--- src/rtl/sorted_unique_id_set_top_assert.svh ---
// Assertion macros shared by the sorted unique id set RTL.
// Included by modules that carry concurrent assertions; no other dependencies.
`ifndef SORTED_UNIQUE_ID_SET_TOP_ASSERT_SVH
`define SORTED_UNIQUE_ID_SET_TOP_ASSERT_SVH
`ifndef SYNTHESIS
// Same-cycle implication, disabled during reset.
`define SUIS_ASSERT_NOW(label, clk, rst, ante, cons) \
   label: assert property (@(posedge clk) disable iff (rst) (ante) |-> (cons)) \
      else $error("assertion violated");
// Next-cycle implication, disabled during reset.
`define SUIS_ASSERT_NEXT(label, clk, rst, ante, cons) \
   label: assert property (@(posedge clk) disable iff (rst) (ante) |=> (cons)) \
      else $error("assertion violated");
`else
`define SUIS_ASSERT_NOW(label, clk, rst, ante, cons)
`define SUIS_ASSERT_NEXT(label, clk, rst, ante, cons)
`endif
`endif

--- src/rtl/suis_pkg.sv ---
// Shared types and constants for the sorted unique id set.
// No dependencies; used by every module of the block.
`timescale 1ns / 1ps
`default_nettype none

package suis_pkg;

   localparam int ID_W      = 31;
   localparam int STATUS_W  = 3;
   localparam int DEPTH_DEF = 32;

   typedef enum logic {
      CMD_INSERT = 1'b0,
      CMD_READ   = 1'b1
   } cmd_kind_type;

   typedef struct packed {
      cmd_kind_type    kind;
      logic [ID_W-1:0] id;
   } cmd_type;

   // Head of the command queue as seen by the back end.
   typedef struct packed {
      logic    valid;
      cmd_type cmd;
   } queue_out_type;

   typedef enum logic [STATUS_W-1:0] {
      ST_INSERTED = 3'd0,
      ST_PRESENT  = 3'd1,
      ST_FULL     = 3'd2,
      ST_ELEMENT  = 3'd3,
      ST_EMPTY    = 3'd4
   } status_type;

   typedef enum logic [1:0] {
      BK_IDLE,
      BK_UPDATE,
      BK_READ
   } back_state_type;

endpackage

`default_nettype wire

--- src/rtl/suis_front.sv ---
// Front end of the sorted unique id set: accepts requests, classifies them
// and holds them in a two-entry command queue. Depends on suis_pkg.
`timescale 1ns / 1ps
`default_nettype none

module suis_front (
   input  wire                     clock,
   input  wire                     reset,
   input  wire                     req_tvalid,
   output logic                    req_tready,
   input  wire  [31:0]             req_tdata,   // [30:0] id_value, [31] zero
   input  wire  [0:0]              req_tuser,   // [0] mode
   input  wire                     q_pop,
   output suis_pkg::queue_out_type q_out
);
   import suis_pkg::*;

   cmd_type    slot_ff [2];
   logic       wr_ptr_ff, wr_ptr_in;
   logic       rd_ptr_ff, rd_ptr_in;
   logic [1:0] fill_ff,   fill_in;
   logic       push;
   cmd_type    new_cmd;

   assign req_tready = (fill_ff != 2'd2);
   assign push       = req_tvalid && req_tready;

   always_comb begin
      new_cmd.kind = req_tuser[0] ? CMD_READ : CMD_INSERT;
      new_cmd.id   = req_tdata[ID_W-1:0];
   end

   always_comb begin
      wr_ptr_in = push  ? ~wr_ptr_ff : wr_ptr_ff;
      rd_ptr_in = q_pop ? ~rd_ptr_ff : rd_ptr_ff;
      fill_in   = fill_ff + {1'b0, push} - {1'b0, q_pop};
   end

   assign q_out.valid = (fill_ff != 2'd0);
   assign q_out.cmd   = slot_ff[rd_ptr_ff];

   always_ff @(posedge clock) begin
      if (reset) begin
         wr_ptr_ff <= 1'b0;
         rd_ptr_ff <= 1'b0;
         fill_ff   <= 2'd0;
      end else begin
         wr_ptr_ff <= wr_ptr_in;
         rd_ptr_ff <= rd_ptr_in;
         fill_ff   <= fill_in;
      end
   end

   always_ff @(posedge clock) begin
      if (push) begin
         slot_ff[wr_ptr_ff] <= new_cmd;
      end
   end

endmodule

`default_nettype wire

--- src/rtl/suis_back.sv ---
// Back end of the sorted unique id set: the sorted store with parallel
// compare and shift, the read-out sequencer and the result register.
// Depends on suis_pkg and the assertion macro header.
`timescale 1ns / 1ps
`default_nettype none
`include "sorted_unique_id_set_top_assert.svh"

module suis_back #(
   parameter int DEPTH = suis_pkg::DEPTH_DEF
) (
   input  wire                     clock,
   input  wire                     reset,
   input  suis_pkg::queue_out_type q_out,
   output logic                    q_pop,
   output logic                    rsp_tvalid,
   input  wire                     rsp_tready,
   output logic [31:0]             rsp_tdata,   // [30:0] element, [31] zero
   output logic [2:0]              rsp_tuser,   // [2:0] status
   output logic                    rsp_tlast
);
   import suis_pkg::*;

   localparam int CNT_W = $clog2(DEPTH + 1);
   localparam int IDX_W = $clog2(DEPTH);

   back_state_type  state_ff, state_in;
   logic [ID_W-1:0] ent_ff [DEPTH];
   logic [ID_W-1:0] ent_in [DEPTH];
   logic [CNT_W-1:0] count_ff, count_in;
   logic [IDX_W-1:0] idx_ff, idx_in;
   logic [DEPTH-1:0] lt, lt_ff;
   logic [DEPTH-1:0] eq;
   logic             dup_ff;
   logic [ID_W-1:0]  id_ff;
   logic             full;
   logic             out_free;
   logic             ins_commit;
   logic             load_out;
   logic             read_last;
   status_type       out_status;
   logic [ID_W-1:0]  out_elem;
   logic             out_last;
   logic             rsp_valid_ff;
   status_type       rsp_status_ff;
   logic [ID_W-1:0]  rsp_elem_ff;
   logic             rsp_last_ff;

   assign full      = (count_ff == CNT_W'(DEPTH));
   assign out_free  = !rsp_valid_ff || rsp_tready;
   assign read_last = (CNT_W'(idx_ff) + CNT_W'(1)) == count_ff;

   // Every valid cell compares against the queue head in parallel. The list is
   // sorted, so the less-than flags form a run starting at cell zero.
   always_comb begin
      for (int i = 0; i < DEPTH; i++) begin
         lt[i] = (CNT_W'(i) < count_ff) && (ent_ff[i] <  q_out.cmd.id);
         eq[i] = (CNT_W'(i) < count_ff) && (ent_ff[i] == q_out.cmd.id);
      end
   end

   // Shift network: cells below the insert point keep their id, the first
   // cell at or above it takes the new id, the rest take their lower neighbor.
   for (genvar g = 0; g < DEPTH; g++) begin : g_cell
      if (g == 0) begin : g_first
         assign ent_in[g] = lt_ff[g] ? ent_ff[g] : id_ff;
      end else begin : g_rest
         assign ent_in[g] = lt_ff[g]   ? ent_ff[g] :
                            lt_ff[g-1] ? id_ff     : ent_ff[g-1];
      end
   end

   // Next state.
   always_comb begin
      state_in = state_ff;
      case (state_ff)
         BK_IDLE: begin
            if (q_out.valid) begin
               state_in = (q_out.cmd.kind == CMD_READ) ? BK_READ : BK_UPDATE;
            end
         end
         BK_UPDATE: begin
            if (out_free) begin
               state_in = BK_IDLE;
            end
         end
         BK_READ: begin
            if (out_free && ((count_ff == '0) || read_last)) begin
               state_in = BK_IDLE;
            end
         end
         default: state_in = BK_IDLE;
      endcase
   end

   // Outputs of the sequencer.
   always_comb begin
      q_pop      = 1'b0;
      load_out   = 1'b0;
      ins_commit = 1'b0;
      out_status = ST_INSERTED;
      out_elem   = '0;
      out_last   = 1'b1;
      idx_in     = idx_ff;
      count_in   = count_ff;
      case (state_ff)
         BK_IDLE: begin
            q_pop  = q_out.valid;
            idx_in = '0;
         end
         BK_UPDATE: begin
            load_out = out_free;
            if (dup_ff) begin
               out_status = ST_PRESENT;
            end else if (full) begin
               out_status = ST_FULL;
            end else begin
               out_status = ST_INSERTED;
               ins_commit = out_free;
            end
            if (ins_commit) begin
               count_in = count_ff + CNT_W'(1);
            end
         end
         BK_READ: begin
            load_out = out_free;
            if (count_ff == '0) begin
               out_status = ST_EMPTY;
            end else begin
               out_status = ST_ELEMENT;
               out_elem   = ent_ff[idx_ff];
               out_last   = read_last;
               if (out_free) begin
                  idx_in = idx_ff + IDX_W'(1);
               end
            end
         end
         default: begin
            q_pop = 1'b0;
         end
      endcase
   end

   always_ff @(posedge clock) begin
      if (reset) begin
         state_ff     <= BK_IDLE;
         count_ff     <= '0;
         rsp_valid_ff <= 1'b0;
      end else begin
         state_ff <= state_in;
         count_ff <= count_in;
         if (load_out) begin
            rsp_valid_ff <= 1'b1;
         end else if (rsp_tready) begin
            rsp_valid_ff <= 1'b0;
         end
      end
   end

   always_ff @(posedge clock) begin
      idx_ff <= idx_in;
      if (q_pop && (q_out.cmd.kind == CMD_INSERT)) begin
         lt_ff  <= lt;
         dup_ff <= |eq;
         id_ff  <= q_out.cmd.id;
      end
      if (ins_commit) begin
         for (int i = 0; i < DEPTH; i++) begin
            ent_ff[i] <= ent_in[i];
         end
      end
      if (load_out) begin
         rsp_status_ff <= out_status;
         rsp_elem_ff   <= out_elem;
         rsp_last_ff   <= out_last;
      end
   end

   assign rsp_tvalid = rsp_valid_ff;
   assign rsp_tdata  = {1'b0, rsp_elem_ff};
   assign rsp_tuser  = rsp_status_ff;
   assign rsp_tlast  = rsp_last_ff;

   `SUIS_ASSERT_NOW(a_count_bound, clock, reset, 1'b1, count_ff <= CNT_W'(DEPTH))
   `SUIS_ASSERT_NOW(a_pop_idle, clock, reset, q_pop, state_ff == BK_IDLE)
   `SUIS_ASSERT_NEXT(a_count_step, clock, reset, ins_commit,
                     count_ff == $past(count_ff) + CNT_W'(1))
   `SUIS_ASSERT_NOW(a_elem_in_range, clock, reset,
                    load_out && (out_status == ST_ELEMENT),
                    CNT_W'(idx_ff) < count_ff)

endmodule

`default_nettype wire

--- src/rtl/sorted_unique_id_set_top.sv ---
// An insert leaves the queue head in the compare stage (idle state, compare result
// registered) and is written and answered in the shift stage (update state); a read-out
// streams one element per cycle while the result channel does not stall. The back end
// pops the next command only after it is through with the current one.
// Reset (synchronous, active high) empties the list, the queue and the result
// register; the store contents are not cleared and are only read below count.
`timescale 1ns / 1ps
`default_nettype none

// Sorted unique id set. The block keeps an ascending list of ids without
// duplicates. An insert request (mode 0) either adds the id at its sorted
// position, reports that it was already present, or reports that the store is
// full and drops it. A read request (mode 1) streams the list in ascending order
// with tlast on the final element, or a single empty marker when nothing is stored.
//
// Structure: the front end takes requests into a two-entry command queue, so
// that new requests are accepted while the back end works or while a result
// waits to be taken. The back end compares the queue head against all stored
// ids in parallel, registers the outcome, then shifts the larger entries up and
// writes the new id once the output register is free. Results go through an output register.
module sorted_unique_id_set_top #(
   parameter int DEPTH = suis_pkg::DEPTH_DEF
) (
   input  wire         clock,
   input  wire         reset,
   // Request channel.
   input  wire         req_tvalid,
   output logic        req_tready,
   input  wire  [31:0] req_tdata,   // [30:0] id_value, [31] zero
   input  wire  [0:0]  req_tuser,   // [0] mode
   // Result channel.
   output logic        rsp_tvalid,
   input  wire         rsp_tready,
   output logic [31:0] rsp_tdata,   // [30:0] element, [31] zero
   output logic [2:0]  rsp_tuser,   // [2:0] status
   output logic        rsp_tlast
);
   import suis_pkg::*;

   queue_out_type q_out;
   logic          q_pop;

   // Front end: request acceptance, classification and the command queue.
   suis_front u_front (
      .clock      (clock),
      .reset      (reset),
      .req_tvalid (req_tvalid),
      .req_tready (req_tready),
      .req_tdata  (req_tdata),
      .req_tuser  (req_tuser),
      .q_pop      (q_pop),
      .q_out      (q_out)
   );

   // Back end: sorted store, read-out sequencer and result register.
   suis_back #(
      .DEPTH (DEPTH)
   ) u_back (
      .clock      (clock),
      .reset      (reset),
      .q_out      (q_out),
      .q_pop      (q_pop),
      .rsp_tvalid (rsp_tvalid),
      .rsp_tready (rsp_tready),
      .rsp_tdata  (rsp_tdata),
      .rsp_tuser  (rsp_tuser),
      .rsp_tlast  (rsp_tlast)
   );

endmodule

`default_nettype wire

--- config.mk ---
export PLATFORM = sky130hd
export DESIGN_NAME = sorted_unique_id_set_top
export DESIGN_NICKNAME = d
export VERILOG_FILES = /design/src/rtl/suis_pkg.sv /design/src/rtl/suis_front.sv /design/src/rtl/suis_back.sv /design/src/rtl/sorted_unique_id_set_top.sv
export VERILOG_INCLUDE_DIRS = /design/src /design/src/rtl
export SDC_FILE = /design/constraint.sdc
export NUM_CORES = 2
export LEC_CHECK = 0
export BUFFER_PORTS_ARGS = -buffer_cell sky130_fd_sc_hd__buf_2
export CELL_PAD_IN_SITES_DETAIL_PLACEMENT = 1
export CELL_PAD_IN_SITES_GLOBAL_PLACEMENT = 1
export CORE_ASPECT_RATIO = 0.8
export CORE_UTILIZATION = 27
export CTS_BUF_LIST = sky130_fd_sc_hd__clkbuf_8
export CTS_CLUSTER_DIAMETER = 30
export DETAILED_ROUTE_END_ITERATION = 16
export PLACE_DENSITY = 0.56
export SYNTH_ARGS = -nofsm -noshare
export SYNTH_HDL_FRONTEND = slang
export SYNTH_SLANG_ARGS = --single-unit
--- constraint.sdc ---
create_clock -name clock -period 5.25 [get_ports clock]
set_input_delay 1.05 -clock clock [delete_from_list [all_inputs] [get_ports clock]]
set_output_delay 1.05 -clock clock [all_outputs]
set_load 0.1 [all_outputs]
==> results.md <==
Detailed routing:
- The count of antenna-violating nets left after detailed routing is 0.
- The wire length per cell after detailed routing is around 28 um.
- The routed via count is 55800.
- The first routing iteration left just under 5000 violations.
- After detailed routing, the number of remaining DRC violations is 0.
- Wires add up to ~290 mm.
- The pre-antenna-repair detailed-routing pass consisted of 5 iterations.
- Dividing the detail-routed via count by the number of cells gives around 5.4.

Synth:
- Of the post-synthesis cell area, the dominant cell type holds 0.447.
- The count of flip-flops with a built-in enable after synthesis is approximately 1200.
- Summed over all instances, the cell type with the most area after synthesis is sky130_fd_sc_hd__edfxtp_1.
- Counting instances in the post-synthesis netlist gives the leading cell types as sky130_fd_sc_hd__edfxtp_1, sky130_fd_sc_hd__ha_1, sky130_fd_sc_hd__mux2_2.
- The distinct cell type count after synthesis is 67.
- The library cell with the highest instance count after synthesis is sky130_fd_sc_hd__edfxtp_1.
- The share of flip-flops with an asynchronous set or reset is 0.
- The number of register bits inferred by synthesis is approximately 1200.
- The share of the Yosys chip area taken by registers is 0.451.
- Synthesis produced a netlist whose cell count is ~6000.
- Among all flip-flop cells after synthesis, the most frequent one is sky130_fd_sc_hd__edfxtp_1.
- During synthesis, Yosys emitted a total of 0 warnings.
- In this run the mean area of a mapped cell was roughly 13 um^2.
- In this run the cell area of the synthesized design comes to 0.0779 mm^2.
- After synthesis, the cell types taking the most area are sky130_fd_sc_hd__edfxtp_1, sky130_fd_sc_hd__ha_1, sky130_fd_sc_hd__mux2_2.
- The net count after synthesis is between 7000 and 8000.

Layout:
- The final design utilization is 0.320.
- The area of combinational cells with multiple inputs is approximately 0.042 mm^2.
- The fill cell total of the finished layout is between 30000 and 40000.
- The layout net count is ~7400.
- The fraction of final layout cells sized beyond drive strength 1 is 0.305.
- The area of all sequential standard cells is around 0.035 mm^2.
- Compared with the post-synthesis result, the final layout area differs by 18.1%.
- The post-route cell area is between 0.09 and 0.1 mm^2.

Clocking:
- The post-CTS setup-driven buffer insertion count is 0.
- The clock passes through at most 4 buffers.
- The TritonCTS clock tree is done.
- The buffer type at the clock tree root is sky130_fd_sc_hd__clkbuf_8.
- The H-tree was split into 5 levels.
- Once the clock tree was built, the resizer swapped 0 gates to a different size.
- For the worst-skew pair, the clock arrives at the later sink with an insertion delay of ~0.98 ns.
- The hold buffer count at cts is 0.
- Counting every sink on the clock net gives roughly 1200.
- The clock transition at the registers of the reported paths is about 0.060 ns.
- The clock buffer count from CTS is between 300 and 400.

Critical path:
- The worst path arrival time is 5.23 ns.
- The peak fanout along the critical path is 33.
- The type of the worst setup path is reg -> reg.
- STA classifies the critical path startpoint as a register.
- The worst setup path is captured at a register.
- The worst endpoint required time is around 6.0 ns.

Timing:
- Dividing the final minimum period by the clock period gives 0.856.
- The hold violation total from the final report is 0.
- Setup repair after global routing left no endpoint under its margin.
- Setup violations remaining at the end of the flow were counted as 0.
- The worst relative slew slack is 0.0957.
- For the pin with the worst max-slew slack, the measured transition is 1.36 ns.
- Between clock sinks in the finished design, the worst skew comes to 0.0672 ns.
- The max-slew violation count was 0.
- Derived from the worst setup path, the maximum achievable clock frequency is around 0.22 GHz.
- The post-layout minimum cycle time is around 4.5 ns.
- The final-layout setup total negative slack is 0 ns.

Floorplanning:
- From bottom edge to top edge, the die measures just under 500 um.
- For this configuration, the core starts out at a cell density of 0.271.
- During I/O placement, the number of pins put on the boundary was 75.
- The die covers between 0.2 and 0.3 mm^2.
- The initialized floorplan defines about 180 standard-cell rows.
- The die extent in x is around 600 um.
- The floorplan step defined a core boundary enclosing about 0.29 mm^2.

Global route:
- The via count of the first global-routing pass is around 57000.
- The initial antenna violation count is 20.
- The first global-routing pass estimated around 420 mm of wire.
- For this run, the total global-route usage over all layers was measured as 0.195.
- Entering global routing, the biggest net connects roughly 120 pins.
- The total grt overflow is 0.

Placed design:
- The number of I/O port buffers is 72.
- Once placement finished, the instance area stood at 0.0846 mm^2.
- The HPWL after detailed placement is between 200 and 250 mm.
- Routability-driven placement finished with a final weighted congestion of 0.875.

Pwr:
- The peak supply drop is 0.000275 V.
- The total power draw is about 47 mW.
- The total power divided by cell area is 507 mW/mm^2.
- The analysis attributes to cell leakage a power of approximately 34 nW.

Run status:
- The flow ran to the end, and the final reports show no timing, DRC or antenna violations.

Worst hold path:
- The worst hold path belongs to the class in -> reg.

Job:
- The tool flagged a number of max-cap violations equal to 0.
## routing by layer
metal,share of wire,global-route usage
met1,0.51,0.302
met2,0.40,0.276
met3,0.058,0.0296
met4,0.027,0.0556
met5,0,0
## per-stage QoR
stage                     setup slack, ns  instances  hold slack [ns]
after global routing                0.707      10400            0.227
after detailed placement            0.753       9809            0.493
after global placement              0.759       9809            0.487
after floorplan                     0.530       6023            0.472
final                               0.757      10400            0.277
after CTS                           0.774      10400            0.188
## cells in the final DEF (no fill, tap or decap), drive strengths merged, types with 8 or more instances in the layout
cell,instances
clkbuf,343
nor2b,81
mux4,160
mux2i,187
a2111oi,18
inv,129
xor2,9
clkinv,130
bufinv,57
xnor2,10
o21ai,256
nand2,174
nand4,206
a211oi,71
and3,11
ha,1001
o21a,45
mux2,982
dfxtp,14
o22ai,52
clkinvlp,22
nand2b,26
nor3,70
edfxtp,1160
o211ai,41
a21oi,358
a31oi,8
o221ai,52
nand3,57
nor2,224
nor4,25
buf,304
a21o,221
## state kept, by name (all words and copies together), names as in the netlist, 2 cells and up, named ones only
name / cells
u_back.idx_ff: 5
u_back.state_ff: 2
u_front.fill_ff: 2
u_back.id_ff: 31
u_back.ent_ff: 992
u_back.count_ff: 6
u_back.lt_ff: 32
u_back.rsp_elem_ff: 31
u_back.rsp_tuser: 3
u_front.slot_ff: 64
## worst paths after layout
kind	to	from	depth (start not counted)	slack (ns)
worst max register to register	u_back.lt_ff[22]	register	12	0.76
worst min-delay path	u_front.slot_ff[1][18]	req_tdata[18]	1	0.28
worst min register to register	u_front.rd_ptr_ff	u_front.rd_ptr_ff	2	0.51
worst max-delay path	u_back.lt_ff[22]	register	12	0.76
## cell families after synthesis
logic type      after synthesis  share of synthesized area
mux                        1329                      0.212
other cells                   1                  0.0000481
xor+xnor                     19                    0.00214
simple gates                914                     0.0595
compound gates             1158                     0.0925
fa+ha+maj                  1001                      0.161
buf+inv                     427                     0.0222
flops                      1174                      0.451
## report_power, final
group / switching (mW) / leakage [nW] / internal [mW]
registers: 1.28 / 10.6 / 12.2
clock network: 5.33 / 3.89 / 8.90
logic: 11.4 / 19.7 / 7.59
total: 18.0 / 34.2 / 28.6
## final cells by class
| type | instances | share of cell area |
|---|---|---|
| Clock buffer | 343 | 0.0513 |
| Inverter | 82 | 0.00335 |
| Clock inverter | 256 | 0.0292 |
| Tap cell | 3827 | 0.0521 |
| Multi-Input combinational cell | 4422 | 0.454 |
| Timing Repair Buffer | 304 | 0.0282 |
| Antenna cell | 7 | 0.000190 |
| Sequential cell | 1174 | 0.382 |
## critical path, cell delays in order (launching register included)
cell                       delay [ns]
sky130_fd_sc_hd__dfxtp_4         0.64
sky130_fd_sc_hd__buf_12          0.31
sky130_fd_sc_hd__mux2i_4         0.31
sky130_fd_sc_hd__buf_12          0.24
sky130_fd_sc_hd__ha_1            0.30
sky130_fd_sc_hd__a21oi_1         0.19
sky130_fd_sc_hd__nor2_1          0.07
sky130_fd_sc_hd__a211oi_1        0.38
sky130_fd_sc_hd__o21ai_0         0.34
sky130_fd_sc_hd__o21ai_0         0.71
sky130_fd_sc_hd__buf_4           0.23
sky130_fd_sc_hd__o211ai_1        0.14
sky130_fd_sc_hd__a211oi_1        0.26
Note: power is estimated with default switching activity, not from simulation.
